File: src/gpr_pkg.sv
// ----------------------------------------------------------------------------
// GPIO port register package
// Shared types, register codes and field helpers for the GPIO port block.
// ----------------------------------------------------------------------------
`default_nettype none

package gpr_pkg;

    localparam int PIN_COUNT = 16;

    localparam logic [15:0] PIN_MASK = 16'((32'h1 << PIN_COUNT) - 32'h1);

    localparam logic CMD_READ  = 1'b0;
    localparam logic CMD_WRITE = 1'b1;

    localparam logic [3:0] REG_MODE     = 4'd0;
    localparam logic [3:0] REG_OTYPE    = 4'd1;
    localparam logic [3:0] REG_SPEED    = 4'd2;
    localparam logic [3:0] REG_PULL     = 4'd3;
    localparam logic [3:0] REG_INDATA   = 4'd4;
    localparam logic [3:0] REG_OUTDATA  = 4'd5;
    localparam logic [3:0] REG_SETRESET = 4'd6;
    localparam logic [3:0] REG_LOCK     = 4'd7;
    localparam logic [3:0] REG_AFL      = 4'd8;
    localparam logic [3:0] REG_AFH      = 4'd9;

    // One bus access as held in the input register.
    typedef struct packed {
        logic        wr;
        logic [3:0]  idx;
        logic [31:0] data;
        logic [15:0] levels;
    } access_t;

    // Request from the datapath to the lock sequencer.
    typedef struct packed {
        logic        fire;
        logic        wr;
        logic        key;
        logic [15:0] pins;
    } lock_req_t;

    // Lock state as seen by the register file.
    typedef struct packed {
        logic        key_bit;
        logic [15:0] locked_pins;
    } lock_stat_t;

    // Two mask bits per pin.
    function automatic logic [31:0] spread2(input logic [15:0] m);
        logic [31:0] r;
        r = '0;
        for (int i = 0; i < 16; i++)
        begin
            r[2*i +: 2] = {2{m[i]}};
        end
        return r;
    endfunction

    // Four mask bits per pin, eight pins.
    function automatic logic [31:0] spread4(input logic [7:0] m);
        logic [31:0] r;
        r = '0;
        for (int i = 0; i < 8; i++)
        begin
            r[4*i +: 4] = {4{m[i]}};
        end
        return r;
    endfunction

    function automatic logic [31:0] merge(input logic [31:0] old_val,
                                          input logic [31:0] new_val,
                                          input logic [31:0] wm);
        return (old_val & ~wm) | (new_val & wm);
    endfunction

endpackage

`default_nettype wire

File: src/gpr_in_if.sv
// ----------------------------------------------------------------------------
// GPIO port access channel
// Valid/ready channel carrying one register access.
// ----------------------------------------------------------------------------
`default_nettype none

interface gpr_in_if;
    logic        valid;
    logic        ready;
    logic        cmd;
    logic [3:0]  reg_index;
    logic [31:0] write_data;
    logic [15:0] pin_levels;

    modport source (output valid, cmd, reg_index, write_data, pin_levels, input ready);
    modport sink   (input valid, cmd, reg_index, write_data, pin_levels, output ready);
endinterface

`default_nettype wire

File: src/gpr_out_if.sv
// ----------------------------------------------------------------------------
// GPIO port result channel
// Valid/ready channel carrying one access result.
// ----------------------------------------------------------------------------
`default_nettype none

interface gpr_out_if;
    logic        valid;
    logic        ready;
    logic [31:0] read_data;
    logic [15:0] pin_drive;
    logic        lock_active;

    modport source (output valid, read_data, pin_drive, lock_active, input ready);
    modport sink   (input valid, read_data, pin_drive, lock_active, output ready);
endinterface

`default_nettype wire

File: src/gpr_lock.sv
// ----------------------------------------------------------------------------
// GPIO port lock sequencer
// Tracks the lock key sequence and holds the locked pin mask and lock bit.
// ----------------------------------------------------------------------------
`default_nettype none

module gpr_lock
(
    input  wire logic               clk,
    input  wire logic               rst_n,
    input  wire gpr_pkg::lock_req_t req,
    output gpr_pkg::lock_stat_t     stat,
    output logic                    key_bit_next
);
    import gpr_pkg::*;

    typedef enum logic [1:0] {
        LK_IDLE,
        LK_KEY1,
        LK_KEY0,
        LK_ARMED
    } lock_state_t;

    lock_state_t state_reg, state_next;
    logic        key_bit_reg;
    logic [15:0] pins_reg, pins_next;

    always_comb
    begin
        state_next   = state_reg;
        key_bit_next = key_bit_reg;
        pins_next    = pins_reg;
        if (req.fire)
        begin
            if (key_bit_reg)
            begin
                state_next = LK_IDLE;
            end
            else if (!req.wr)
            begin
                if (state_reg == LK_ARMED)
                begin
                    key_bit_next = 1'b1;
                end
                state_next = LK_IDLE;
            end
            else if (state_reg == LK_KEY1 && !req.key && req.pins == pins_reg)
            begin
                state_next = LK_KEY0;
            end
            else if (state_reg == LK_KEY0 && req.key && req.pins == pins_reg)
            begin
                state_next = LK_ARMED;
            end
            else
            begin
                // Any other write restarts the sequence with its own pins.
                pins_next  = req.pins;
                state_next = req.key ? LK_KEY1 : LK_IDLE;
            end
        end
    end

    always_ff @(posedge clk or negedge rst_n)
    begin
        if (!rst_n)
        begin
            state_reg   <= LK_IDLE;
            key_bit_reg <= 1'b0;
            pins_reg    <= '0;
        end
        else
        begin
            state_reg   <= state_next;
            key_bit_reg <= key_bit_next;
            pins_reg    <= pins_next;
        end
    end

    assign stat.key_bit     = key_bit_reg;
    assign stat.locked_pins = pins_reg;

    // Once set, the lock holds until reset.
    a_lock_sticky: assert property (@(posedge clk) disable iff (!rst_n)
        key_bit_reg |=> key_bit_reg)
        else $error("lock bit cleared without reset");

    // The lock is only taken by a read that follows a complete key sequence.
    a_lock_cause: assert property (@(posedge clk) disable iff (!rst_n)
        $rose(key_bit_reg) |-> $past(req.fire && !req.wr && state_reg == LK_ARMED))
        else $error("lock bit set without a complete key sequence");

    // No sequence is in progress while locked.
    a_idle_when_locked: assert property (@(posedge clk) disable iff (!rst_n)
        key_bit_reg |-> state_reg == LK_IDLE)
        else $error("key sequence in progress while locked");

endmodule

`default_nettype wire

File: src/gpr_regfile.sv
// ----------------------------------------------------------------------------
// GPIO port register file
// Configuration words and output latch, with write masking and read mux.
// ----------------------------------------------------------------------------
`default_nettype none

module gpr_regfile
(
    input  wire logic                clk,
    input  wire logic                rst_n,
    input  wire logic                fire,
    input  wire gpr_pkg::access_t    acc,
    input  wire gpr_pkg::lock_stat_t lock_stat,
    output logic [31:0]              read_data,
    output logic [15:0]              latch_next
);
    import gpr_pkg::*;

    logic [31:0] mode_reg, mode_next;
    logic [15:0] otype_reg, otype_next;
    logic [31:0] speed_reg, speed_next;
    logic [31:0] pull_reg, pull_next;
    logic [31:0] afl_reg, afl_next;
    logic [31:0] afh_reg, afh_next;
    logic [15:0] latch_reg;
    logic [15:0] wmask;
    logic [31:0] wmask2;

    // Pins frozen by the lock keep their configuration fields.
    assign wmask  = PIN_MASK & ~(lock_stat.key_bit ? lock_stat.locked_pins : 16'h0000);
    assign wmask2 = spread2(wmask);

    always_comb
    begin
        mode_next  = mode_reg;
        otype_next = otype_reg;
        speed_next = speed_reg;
        pull_next  = pull_reg;
        afl_next   = afl_reg;
        afh_next   = afh_reg;
        latch_next = latch_reg;
        if (fire && acc.wr == CMD_WRITE)
        begin
            unique case (acc.idx)
                REG_MODE:     mode_next  = merge(mode_reg, acc.data, wmask2);
                REG_OTYPE:    otype_next = (otype_reg & ~wmask) | (acc.data[15:0] & wmask);
                REG_SPEED:    speed_next = merge(speed_reg, acc.data, wmask2);
                REG_PULL:     pull_next  = merge(pull_reg, acc.data, wmask2);
                REG_OUTDATA:  latch_next = acc.data[15:0] & PIN_MASK;
                REG_SETRESET: latch_next = ((latch_reg & ~acc.data[31:16]) | acc.data[15:0])
                                           & PIN_MASK;
                REG_AFL:      afl_next   = merge(afl_reg, acc.data, spread4(wmask[7:0]));
                REG_AFH:      afh_next   = merge(afh_reg, acc.data, spread4(wmask[15:8]));
                default:      ;
            endcase
        end
    end

    always_comb
    begin
        read_data = '0;
        if (acc.wr == CMD_READ)
        begin
            unique case (acc.idx)
                REG_MODE:    read_data = mode_reg;
                REG_OTYPE:   read_data = {16'h0000, otype_reg};
                REG_SPEED:   read_data = speed_reg;
                REG_PULL:    read_data = pull_reg;
                REG_INDATA:  read_data = {16'h0000, acc.levels & PIN_MASK};
                REG_OUTDATA: read_data = {16'h0000, latch_reg};
                REG_LOCK:    read_data = {15'h0000, lock_stat.key_bit, lock_stat.locked_pins};
                REG_AFL:     read_data = afl_reg;
                REG_AFH:     read_data = afh_reg;
                default:     read_data = '0;
            endcase
        end
    end

    always_ff @(posedge clk or negedge rst_n)
    begin
        if (!rst_n)
        begin
            mode_reg  <= '0;
            otype_reg <= '0;
            speed_reg <= '0;
            pull_reg  <= '0;
            afl_reg   <= '0;
            afh_reg   <= '0;
            latch_reg <= '0;
        end
        else
        begin
            mode_reg  <= mode_next;
            otype_reg <= otype_next;
            speed_reg <= speed_next;
            pull_reg  <= pull_next;
            afl_reg   <= afl_next;
            afh_reg   <= afh_next;
            latch_reg <= latch_next;
        end
    end

endmodule

`default_nettype wire

File: src/gpio_port_registers_top.sv
// ----------------------------------------------------------------------------
// GPIO port registers, top level
// Sixteen-pin GPIO port register block behind a valid/ready access channel.
// ----------------------------------------------------------------------------
//
//   Channel  Direction  Carries
//   -------  ---------  -----------------------------------------------------
//   req      in         cmd, reg_index, write_data, pin_levels (one access)
//   rsp      out        read_data, pin_drive, lock_active (one result)
//
// Each access is held in the input register and is then evaluated
// against the register file and lock sequencer, whose state updates on the
// same edge that loads the result register. While rsp does not stall, one
// transfer per cycle is sustained, as the next access needs only the state
// the previous one left on that edge.
// Reset clears every register of the port, the lock included, and both
// pipeline valid flags. A stall on rsp holds the result register; the input
// register still takes a transfer if it is empty, and req.ready then drops.
//
`default_nettype none

module gpio_port_registers_top
(
    input  wire logic clk,
    input  wire logic rst_n,
    gpr_in_if.sink    req,
    gpr_out_if.source rsp
);
    import gpr_pkg::*;

    // Input register stage.
    logic       s1_valid_reg;
    access_t    s1_acc_reg;

    // Result register stage.
    logic        out_valid_reg;
    logic [31:0] out_read_data_reg;
    logic [15:0] out_pin_drive_reg;
    logic        out_lock_active_reg;

    logic        advance;
    logic        req_fire;
    lock_req_t   lock_req;
    lock_stat_t  lock_stat;
    logic        key_bit_next;
    logic [31:0] read_data;
    logic [15:0] latch_next;

    // The access in the input register moves on whenever the result register
    // is empty or its contents are taken in this cycle.
    assign advance   = s1_valid_reg && (!out_valid_reg || rsp.ready);
    assign req.ready = !s1_valid_reg || advance;
    assign req_fire  = req.valid && req.ready;

    assign lock_req.fire = advance && (s1_acc_reg.idx == REG_LOCK);
    assign lock_req.wr   = s1_acc_reg.wr;
    assign lock_req.key  = s1_acc_reg.data[16];
    assign lock_req.pins = s1_acc_reg.data[15:0] & PIN_MASK;

    gpr_lock u_lock
    (
        .clk          (clk),
        .rst_n        (rst_n),
        .req          (lock_req),
        .stat         (lock_stat),
        .key_bit_next (key_bit_next)
    );

    gpr_regfile u_regfile
    (
        .clk        (clk),
        .rst_n      (rst_n),
        .fire       (advance),
        .acc        (s1_acc_reg),
        .lock_stat  (lock_stat),
        .read_data  (read_data),
        .latch_next (latch_next)
    );

    always_ff @(posedge clk or negedge rst_n)
    begin
        if (!rst_n)
        begin
            s1_valid_reg  <= 1'b0;
            out_valid_reg <= 1'b0;
        end
        else
        begin
            if (req.ready)
            begin
                s1_valid_reg <= req.valid;
            end
            if (advance)
            begin
                out_valid_reg <= 1'b1;
            end
            else if (rsp.ready)
            begin
                out_valid_reg <= 1'b0;
            end
        end
    end

    // Payload registers carry no reset.
    always_ff @(posedge clk)
    begin
        if (req_fire)
        begin
            s1_acc_reg.wr     <= req.cmd;
            s1_acc_reg.idx    <= req.reg_index;
            s1_acc_reg.data   <= req.write_data;
            s1_acc_reg.levels <= req.pin_levels;
        end
        if (advance)
        begin
            // Pin drive and lock flag report the state after the access.
            out_read_data_reg   <= read_data;
            out_pin_drive_reg   <= latch_next;
            out_lock_active_reg <= key_bit_next;
        end
    end

    assign rsp.valid       = out_valid_reg;
    assign rsp.read_data   = out_read_data_reg;
    assign rsp.pin_drive   = out_pin_drive_reg;
    assign rsp.lock_active = out_lock_active_reg;

endmodule

`default_nettype wire

File: src/flat_wrapper.sv
// flat-port wrapper written by rule: the top's interface ports become plain ports
module gpio_port_registers_top_flat import gpr_pkg::*;
  (clk, rst_n, req_valid, req_cmd, req_reg_index, req_write_data, req_pin_levels, req_ready, rsp_valid, rsp_read_data, rsp_pin_drive, rsp_lock_active, rsp_ready);
  gpr_in_if req_i ();
  gpr_out_if rsp_i ();
  input  wire logic clk;
  input  wire logic rst_n;
  input wire logic [$bits(req_i.valid)-1:0] req_valid;
  input wire logic [$bits(req_i.cmd)-1:0] req_cmd;
  input wire logic [$bits(req_i.reg_index)-1:0] req_reg_index;
  input wire logic [$bits(req_i.write_data)-1:0] req_write_data;
  input wire logic [$bits(req_i.pin_levels)-1:0] req_pin_levels;
  output wire logic [$bits(req_i.ready)-1:0] req_ready;
  output wire logic [$bits(rsp_i.valid)-1:0] rsp_valid;
  output wire logic [$bits(rsp_i.read_data)-1:0] rsp_read_data;
  output wire logic [$bits(rsp_i.pin_drive)-1:0] rsp_pin_drive;
  output wire logic [$bits(rsp_i.lock_active)-1:0] rsp_lock_active;
  input wire logic [$bits(rsp_i.ready)-1:0] rsp_ready;
  assign req_i.valid = req_valid;
  assign req_i.cmd = req_cmd;
  assign req_i.reg_index = req_reg_index;
  assign req_i.write_data = req_write_data;
  assign req_i.pin_levels = req_pin_levels;
  assign req_ready = req_i.ready;
  assign rsp_valid = rsp_i.valid;
  assign rsp_read_data = rsp_i.read_data;
  assign rsp_pin_drive = rsp_i.pin_drive;
  assign rsp_lock_active = rsp_i.lock_active;
  assign rsp_i.ready = rsp_ready;
  gpio_port_registers_top u_core (.clk(clk), .rst_n(rst_n), .req(req_i), .rsp(rsp_i));
endmodule
File: config.mk
export PLATFORM = sky130hd
export DESIGN_NAME = gpio_port_registers_top_flat
export DESIGN_NICKNAME = d
export VERILOG_FILES = /design/src/gpr_pkg.sv /design/src/gpr_in_if.sv /design/src/gpr_out_if.sv /design/src/gpr_lock.sv /design/src/gpr_regfile.sv /design/src/gpio_port_registers_top.sv /design/src/flat_wrapper.sv
export SDC_FILE = /design/constraint.sdc
export NUM_CORES = 1
export LEC_CHECK = 0
export BUFFER_PORTS_ARGS = -buffer_cell sky130_fd_sc_hd__buf_2
export CAP_MARGIN = 40
export CORE_UTILIZATION = 55
export CTS_CLUSTER_DIAMETER = 80
export DETAILED_ROUTE_END_ITERATION = 8
export PLACE_DENSITY_LB_ADDON = 0.12
export SLEW_MARGIN = 20
export SYNTH_ARGS = -nofsm -noshare
export SYNTH_HDL_FRONTEND = slang
export SYNTH_HIERARCHICAL = 1
export SYNTH_SLANG_ARGS = --single-unit
File: constraint.sdc
create_clock -name clk -period 4 [get_ports clk]
set_input_delay 0.8 -clock clk [delete_from_list [all_inputs] [get_ports clk]]
set_output_delay 0.8 -clock clk [all_outputs]
set_load 0.005 [all_outputs]
Word level (Yosys, flattened, before mapping)
Cells that the tools add are included.

Register bits: 315. Bits in latches: 0. RAM bits: 0. Bits in read-only memories: 0. Input bits: 57. Output and inout port bits: 51. Logic and storage cells: 96. Memories: 0.

Add/subtract/negate cells: 0. Multiply operators: 0. Divide/modulo/power cells: 0. $lt $le $gt $ge: 0. Equality and inequality tests: 13. Shift-type cells: 0. Multiplexer cells: 15. Bitwise operators: 27. Reductions and logical operators: 22.

Operators by type and width (number): case mux 32 bit (9 select lines) (1); AND 32 bit (8); bitwise OR 32 bit (5); inverter 32 bit (3); AND 16 bit (3); inverter 16 bit (3); 2-to-1 mux 16 bit (2); bitwise OR 16 bit (2); case mux 16 bit (2 select lines) (1); equality test 16 bit (1); equality test 4 x 3 -> 1 bit (second input constant) (4); AND reduction 2 bit (6); equality test 4 x 2 -> 1 bit (second input constant) (2); equality test 4 bit (second input constant) (2); logical AND 1 bit (8); 2-to-1 mux 2 bit (4); 2-to-1 mux 1 bit (7); AND reduction 5 bit (1); equality test 2 bit (second input constant) (2); equality test 4 x 1 -> 1 bit (second input constant) (1); zero test 4 bit (1); zero test 1 bit (3); inverter 1 bit (3); equality test 2 x 1 -> 1 bit (second input constant) (1); other kinds (2) (3).

Longest topological paths before layout
Gate-level depths: netlist of the first run.

Depth in word-level cells: 7. Mapped depth: 8. Mapped depth without buffers: 6.

By module
The synthesis of the first run kept the hierarchy.

Modules (own cells, without submodules): gpr_regfile (times used 1, cells each 804, area each 9491.6 um2, sequential area each 4804.6 um2); gpio_port_registers_top (times used 1, cells each 112, area each 3180.6 um2, sequential area each 3113.0 um2); gpr_lock (times used 1, cells each 76, area each 1004.7 um2, sequential area each 475.5 um2).

Worst setup path before layout of the first run
Ideal clock, no wire load.

Path kind: input port to flip-flop. Start: input port rsp_ready. End: register u_core.out_pin_drive_reg[0] (netlist: u_core/rsp.pin_drive[0]), data pin. Library setup time: 0.260 ns. Arrival time: 3.642 ns. Data required time: 3.740 ns. Path slack: 0.098 ns. Stages on the path: 7. Buffers on the path: 1. Cell sequence: nand2b_1 > and2_1 > nand2_1 > a211oi_2 > clkbuf_1 > o21ai_0 > a22o_1.

Word-level cells in the longest chain between the ends: 4.

Ends and longest elaborated chain: start: declaration (RTL line flat_wrapper.sv:18) `input wire logic [$bits(rsp_i.ready)-1:0] rsp_ready;`; logical OR 1 bit (RTL line gpio_port_registers_top.sv:51) `assign advance = s1_valid_reg && (!out_valid_reg || rsp.ready);`; logical AND 1 bit (RTL line gpio_port_registers_top.sv:51); net u_core.advance (RTL line gpio_port_registers_top.sv:41) `logic advance;`; logical AND 1 bit (RTL line gpr_regfile.sv:42) `if (fire && acc.wr == CMD_WRITE)`; 2-to-1 mux 16 bit (RTL line gpr_regfile.sv:42); net u_core.latch_next[0] (RTL line gpio_port_registers_top.sv:47) `logic [15:0] latch_next;`; end signal: assignment (RTL line gpio_port_registers_top.sv:118) `out_pin_drive_reg <= latch_next;`; end: declaration (RTL line gpio_port_registers_top.sv:38) `logic [15:0] out_pin_drive_reg;`.

The timed path passes the listed nets, and every way through them passes these cells. A chain may end at the register's enable or synchronous reset.

==> results.txt, run 1 <==
status - finished clean
DP HPWL - 24500 um
Syn Area/Cell - 13.8 um^2
Synth warnings - 6
fraction of layout instances using a drive strength above 1 - 35.6%
mux share of post-synthesis cell area - 18.1%
syn_nets - 1049
final hold violations - 0
Port Buffer Count - 107
vias in the first global route - 9272
Psw - 2.08 mW
Hold Crit Class - input pin to async pin
synthesized flop and latch total - 315
area grow syn2layout - 15.5%
die height - 160 um
FMAX - 341 MHz
TritonCTS clock tree - yes
Worst-Margin Slew - 809 ps
root buffer cell - clkbuf_16
largest net degree at the start of global routing - 81
Crit path required time - 4390 ps
Worst R2R Start - u_core/s1_acc_reg[50]
Vias per Instance - 6.20
crit end category - flip-flop
Cell Area, Placed - 14700 um^2
internal power - 6.23 mW
first-pass GRT wire length - 56600 um
worst rel slew slack - 46.0%
CP Class - flip-flop to flip-flop
hold_buf cts - 0
area fraction in compound gates after synthesis - 9.83%
unique cell type count in the Yosys netlist - 59
R2R Setup Slk - 1070 ps
IO Pins - 108
row cnt - 57
clock share of power - 36.1%
final setup fails - 0
H-tree lvl count - 2
Max clock buf depth - 3
Max rail drop VDD - 0.335 mV
Post-Synth XOR/XNOR Area - 1.02%
clk slew on worst S/H paths - 60 ps
antenna-violating nets left - 0
Seq/Total Area, Yosys - 61.4%
Combinational Power Share - 12.5%
initial antenna violation count - 0
Main synth FF type - dfrtp_1
Clock Skews - 15.1 ps
post-CTS resize count - 0
max_cap viols - 0
GRT overflow - 0
Initial DRC Count - 766
drt pass-1 iters - 5
postcts setup bufs - 0
Final Critical Period - 2930 ps
clk sink count - 315
n_diodes - 0
Design Area, Final - 15800 um^2
WL/cell - 25.0 um
overall routed net length - 36900 um
CP startpoint - u_core/s1_acc_reg[50]
dpl cells - 1412
Register Area - 8390 um^2
sw frac - 25.0%
Final Non-Filler Cells - 1477
setup TNS - 0 ps
maximum fanout along the worst path - 14
Critical Path Start Type - flip-flop
number of synthesized flops with an enable pin - 102
via count - 9164
core area - 24300 um^2
cells after synthesis - 992
insertion delay to the later sink of the worst-skew pair - 510 ps
post-synthesis adder-cell area fraction - 0%
count of final max-slew check failures - 0
area of the multi-input gates - 5010 um^2
simple-gate area share of the yosys netlist - 7.59%
asr flop ratio synth - 67.6%
initial core utilization - 56.2%
hold slack final - 325 ps
RePlAce Congestion - 0.832
nets - 1184
mapped cell area - 13700 um^2
Power Dens Cells - 526 nW/um^2
worst path arrival time - 3320 ps
DRC violations left - 0
die width - 160 um
Worst Reg-to-Reg Cells - 6
RSZ-0062 raised after global routing - no
period utilization - 73.4%
# fillers - 1856
Total Routing Usage GR - 29.9%
Die ar. - 25500 um^2
main combinational cell family by area after synthesis - multiplexers
Inserted Clock Buffers - 34
Leakage - 6.84 nW
Flop pwr share - 51.4%
power groups by stage:
stage	Combinational (mW)	Sequential (mW)	Clock, mW
final	1.04	4.27	3.00
after global routing	1.13	4.33	3.17
after CTS	1.04	4.26	3.04
after detailed placement	1.03	4.31	0
after global placement	0.990	4.30	0
after floorplan	0.724	4.20	0
per-stage QoR:
stage | setup slack [ps] | power (mW) | util [%]
floorplan | 98.0 | 4.92 | -
global placement | 772 | 5.29 | 60.2
detailed placement | 799 | 5.34 | 60.5
CTS | 1120 | 8.34 | 64.8
global route | 1050 | 8.63 | 65.0
finish | 1070 | 8.31 | 65.0
worst min path at each step:
| stage | startpoint | endpoint | slack [ps] | depth (start not counted) |
|---|---|---|---|---|
| 2_1_floorplan | flip-flop | flip-flop | 460 | 1 |
| 3_3_place_gp | flip-flop | flip-flop | 480 | 1 |
| 3_5_place_dp | flip-flop | flip-flop | 480 | 1 |
| 4_1_cts | rst_n | async pin | 350 | 1 |
| 5_1_grt | rst_n | async pin | 370 | 1 |
| 6_report | rst_n | async pin | 320 | 1 |
synth_stat cells, types with 12 or more instances:
master	n	share of area, %
a22o_1	54	3.5
a22oi_1	35	1.9
buf_2	18	0.66
nand2_1	133	3.7
a31oi_1	13	0.59
o21ai_0	23	0.84
mux2_2	177	15
xor2_1	16	1.0
clkbuf_1	19	0.52
mux2i_1	24	1.8
dfrtp_1	213	39
a21oi_1	19	0.70
edfxtp_1	102	22
nor2_1	12	0.33
worst max-delay path: stages, from the launching register on:
cell and delay (ps):
edfxtp_1 700, buf_4 350, or2_1 490, nor4_4 550
buf_4 310, nand2_1 130, mux2_2 290
cell usage in the layout, fill, tap and decap left out, drive strengths merged, types with 12 or more instances in the layout:
cell and instances:
mux2 195, edfxtp 102, dfrtp 213, mux2i 24, a22o 54, clkbuf 50
a31oi 13, nand2 133, xor2 16, nor2 12, a21oi 19, o21ai 24
a22oi 35, buf 150
cell families (layout without fill, tap and decap cells):
logic type      Yosys count  in the layout
flops                   315            315
mux                     219            219
simple gates            207            207
compound gates          179            179
buf+inv                  56            217
xor+xnor                 16             16
per-layer routing:
layer / vias to the layer above / wire length (um) / GRT usage, %
li1: 3992 / - / -
met1: 4639 / 15900 / 42.6
met2: 437 / 16400 / 43.9
met3: 96 / 3100 / 6.78
met4: 0 / 1510 / 13.7
met5: - / 0 / 0
area by class of cell:
cell class	instances	area share, %
clock buffer	49	6.15
inverter	4	0.0950
clock inverter	13	0.546
multi-input combinational	621	31.7
sequential	315	53.1
timing repair buffer	151	5.83
tap	324	2.57
No activity file was read; power rests on OpenSTA's default activity.
==> run 2, diff against run 1 <==
Clock period 4 ns to 2.8 ns, I/O delays scaled along.
==> results.txt, run 2 (synthesis results as in run 1) <==
clk slew on worst S/H paths - 60 ps
Worst Reg-to-Reg Cells - 6
Max clock buf depth - 3
slowest CP cell - nor4_1
Power Dens Cells - 744 nW/um^2
Psw - 2.99 mW
overall routed net length - 37400 um
initial antenna violation count - 0
DP HPWL - 25700 um
Initial DRC Count - 941
GRT overflow - 0
die height - 160 um
slowest stage delay, CP - 590 ps
RSZ-0062 raised after global routing - no
R2R Setup Slk - 300 ps
area grow syn2layout - 17.3%
vias in the first global route - 9298
RePlAce Congestion - 0.887
Die ar. - 25500 um^2
period utilization - 89.2%
CP bufs+invs - 1
row cnt - 57
Max rail drop VDD - 0.544 mV
Inserted Clock Buffers - 34
core area - 24300 um^2
status - finished clean
cell family with most CP delay - simple AND/OR/NAND/NOR gates
fraction of layout instances using a drive strength above 1 - 37.0%
antenna-violating nets left - 0
Port Buffer Count - 107
Total Routing Usage GR - 30.0%
via count - 9180
Final Critical Period - 2500 ps
hold path cells - 1
die width - 160 um
Combinational Power Share - 13.1%
Final Non-Filler Cells - 1503
largest net degree at the start of global routing - 61
Clock Skews - 16.1 ps
worst rel slew slack - 50.4%
root buffer cell - clkbuf_16
most frequent cells in the layout - dfrtp_1 (213), mux2_2 (177), nand2_1 (133)
Detail Route met2 WL - 16700 um
first-pass GRT wire length - 56800 um
TritonCTS clock tree - yes
final hold violations - 0
Crit path required time - 3200 ps
Top Metal Used - met4
post-route core utilization - 66.0%
stages on the worst setup path - 6
dpl cells - 1441
crit path cell chain - xor2_1 -> nor4_1 -> nand2_1 -> o21ai_4 -> buf_12 -> mux2_1
setup TNS - 0 ps
Worst-Margin Slew - 744 ps
IO Pins - 108
internal power - 8.95 mW
sw frac - 25.0%
DRC violations left - 0
Critical Path Start Type - flip-flop
clock share of power - 36.0%
nets - 1211
insertion delay to the later sink of the worst-skew pair - 520 ps
worst path arrival time - 2890 ps
final setup fails - 0
count of final max-slew check failures - 0
Vias per Instance - 6.11
WL/cell - 24.9 um
n_diodes - 0
Met1 Wirelength - 16200 um
initial core utilization - 56.2%
Hold Crit Class - input pin to flip-flop
CP Class - flip-flop to flip-flop
drt pass-1 iters - 5
max_cap viols - 0
clk sink count - 315
DR WL met3 - 3160 um
crit end category - flip-flop
FMAX - 401 MHz
Leakage - 6.99 nW
Flop pwr share - 50.9%
commonest non-fill, non-tap cell in the layout - dfrtp_1
maximum fanout along the worst path - 11
H-tree lvl count - 2
[run 2: final cells by class]
cell class | instances | area [um^2]
flip-flops and latches | 315 | 8390
fillers | 1825 | 8270
multi-input cells | 621 | 5010
repair buffers | 178 | 1160
clock buffers | 50 | 983
well taps | 324 | 405
clock inverters | 11 | 78.8
inverters | 4 | 15.0
[run 2: through the flow]
stage,area [um^2],power (mW),worst slack (ps),hold slack [ps]
2_1_floorplan,13700,7.03,194,264
3_3_place_gp,14900,7.62,34.8,474
3_5_place_dp,15000,7.69,308,483
4_1_cts,16000,12.0,324,199
5_1_grt,16000,12.4,213,209
6_report,16000,11.9,304,216
[run 2: power groups by stage]
stage	registers [mW]	logic [mW]	clock network [mW]
6_report	6.07	1.56	4.30
5_1_grt	6.16	1.69	4.54
4_1_cts	6.06	1.56	4.36
3_5_place_dp	6.13	1.56	0
3_3_place_gp	6.11	1.51	0
2_1_floorplan	5.99	1.04	0
[run 2: worst reg2reg max path: stages (launching register included)]
cell and delay [ps]:
edfxtp_1 510, xor2_1 240, nor4_1 590, nand2_1 230
o21ai_4 280, buf_12 200, mux2_1 340
[run 2: routing by layer]
layer  vias up  track usage (%)
met2       424             45.1
met3        79             6.31
met1      4646             43.1
met5         -                0
li1       4031                -
met4         0             11.2
[run 2: repair_timing]
item,CTS,global route
setup endpoints to repair,0,0
hold buffers,1,0
setup buffers,0,0
endpoints found under the hold margin,32,0
gates resized for setup,0,0
[run 2: final timing paths]
check / from / end
max in group asynchronous: rst_n / async pin
min: req_write_data[17] / u_core/s1_acc_reg[33]
max: u_core/lock_req[7] / u_core/u_lock/pins_reg[11]
min reg2reg: flip-flop / flip-flop
min in group asynchronous: rst_n / u_core/u_regfile/latch_reg[3]
max reg2reg: u_core/lock_req[7] / u_core/u_lock/pins_reg[11]
==> run 3, diff against run 2 <==
Settings changed: CORE_UTILIZATION 55 to 35.
==> results.txt, run 3 (synthesis results as in run 1) <==
period utilization - 88.5%
Final Critical Period - 2480 ps
Clock Skews - 9.95 ps
maximum fanout along the worst path - 26
Die ar. - 39900 um^2
setup TNS - 0 ps
RePlAce Congestion - 0.802
TritonCTS clock tree - yes
overall routed net length - 42500 um
slowest stage delay, CP - 360 ps
Psw - 3.14 mW
crit path cell chain - buf_4 -> nand2b_1 -> a211oi_4 -> buf_4 -> o21ai_0 -> a22o_1
hold slack final - 188 ps
clk slew on worst S/H paths - 60 ps
WL/cell - 25.0 um
Worst-Margin Slew - 753 ps
internal power - 9.43 mW
Port Buffer Count - 107
crit end category - flip-flop
Total Power - 12.6 mW
count of final max-slew check failures - 0
n_diodes - 0
final hold violations - 0
insertion delay to the later sink of the worst-skew pair - 540 ps
max_cap viols - 0
final setup fails - 0
slowest CP cell - edfxtp_1
Initial DRC Count - 582
first-pass GRT wire length - 63000 um
final worst setup slack - 323 ps
area grow syn2layout - 20.3%
Vias per Instance - 5.31
H-tree lvl count - 2
CP Class - flip-flop to flip-flop
worst rel slew slack - 49.6%
dpl ws - 250 ps
largest net degree at the start of global routing - 66
Leakage - 7.07 nW
initial core utilization - 35.5%
IO Pins - 108
Cell Area, Placed - 15200 um^2
row cnt - 72
Flop pwr share - 48.3%
Total Routing Usage GR - 22.1%
# fillers - 3662
core area - 38600 um^2
DP HPWL - 28700 um
fraction of layout instances using a drive strength above 1 - 37.7%
most frequent cells in the layout - dfrtp_1 (213), mux2_2 (177), nand2_1 (133)
nets - 1213
GRT overflow - 0
clock share of power - 39.2%
most frequent CP cell - buf_4
Max rail drop VDD - 0.353 mV
CP bufs+invs - 2
Max clock buf depth - 3
root buffer cell - clkbuf_16
Combinational Power Share - 12.5%
RSZ-0062 raised after global routing - no
Design Area, Final - 16500 um^2
clk sink count - 315
Crit path required time - 3080 ps
post-CTS resize count - 0
worst path arrival time - 2760 ps
FMAX - 404 MHz
die width - 200 um
drt pass-1 iters - 7
commonest non-fill, non-tap cell in the layout - dfrtp_1
status - finished clean
via count - 9030
antenna-violating nets left - 0
DRC violations left - 0
Hold Crit Class - input pin to flip-flop
Inserted Clock Buffers - 38
die height - 200 um
sw frac - 25.0%
cell family with most CP delay - compound AO/OA/AOI/OAI gates
initial antenna violation count - 0
vias in the first global route - 9315
Critical Path Start Type - flip-flop
Power Dens Cells - 764 nW/um^2
-- run 3: cell types whose count changed in the layout (fill, tap and decap cells not counted), sizes merged --
| cell | delta |
|---|---|
| buf | -1 |
| bufinv | +1 |
| clkbuf | +9 |
| clkinv | -3 |
| clkinvlp | -1 |
-- run 3: worst reg2reg max path, delay by kind of cell, from the launching register on --
kind / cells / cell delay, ps
flops: 1 / 360
buf+inv: 2 / 710
simple gates: 1 / 290
compound gates: 3 / 850
-- run 3: per-layer routing --
metal	part of all wire (%)	global-route usage (%)
met1	47	31.2
met2	46	34.2
met3	4.2	3.56
met4	2.7	7.55
met5	0	0
-- run 3: stage by stage --
| stage | std cells | utilization (%) |
|---|---|---|
| after global routing | 1702 | 42.7 |
| after floorplan | 992 | - |
| after detailed placement | 1632 | 39.4 |
| after global placement | 1631 | 39.3 |
| after CTS | 1701 | 42.6 |
| final | 1702 | 42.7 |
-- run 3: power groups by stage --
stage	clock [mW]	combinational, mW	sequential [mW]
3_5_place_dp	0	1.59	6.15
3_3_place_gp	0	1.57	6.13
2_1_floorplan	0	1.04	5.99
6_report	4.93	1.57	6.07
5_1_grt	5.26	1.72	6.16
4_1_cts	5.08	1.60	6.07
-- run 3: path summary, 6_finish.rpt --
check	cells after the start	from	slack, ps	endpoint
max	6	u_core/s1_acc_reg[48]	320	u_core/rsp.pin_drive[7]
min	1	req_pin_levels[14]	190	u_core/s1_acc_reg[14]
max reg2reg	6	u_core/s1_acc_reg[48]	320	u_core/rsp.pin_drive[7]
min reg2reg	1	flip-flop	500	flip-flop
max in group asynchronous	3	rst_n	1440	async pin
min in group asynchronous	2	rst_n	560	async pin
-- run 3: final cells by class --
cell class,instances,area [um^2],area share [%]
clock inverter,8,90.1,0.547
tap,518,648,3.94
multi-input combinational,621,5010,30.5
timing repair buffer,176,1140,6.90
inverter,4,15.0,0.0912
sequential,315,8390,51.0
clock buffer,60,1160,7.03
-- run 3: timing repair --
action,CTS,global route
hold buffers,1,0
buffers inserted,0,0
endpoints found under the hold margin,44,0
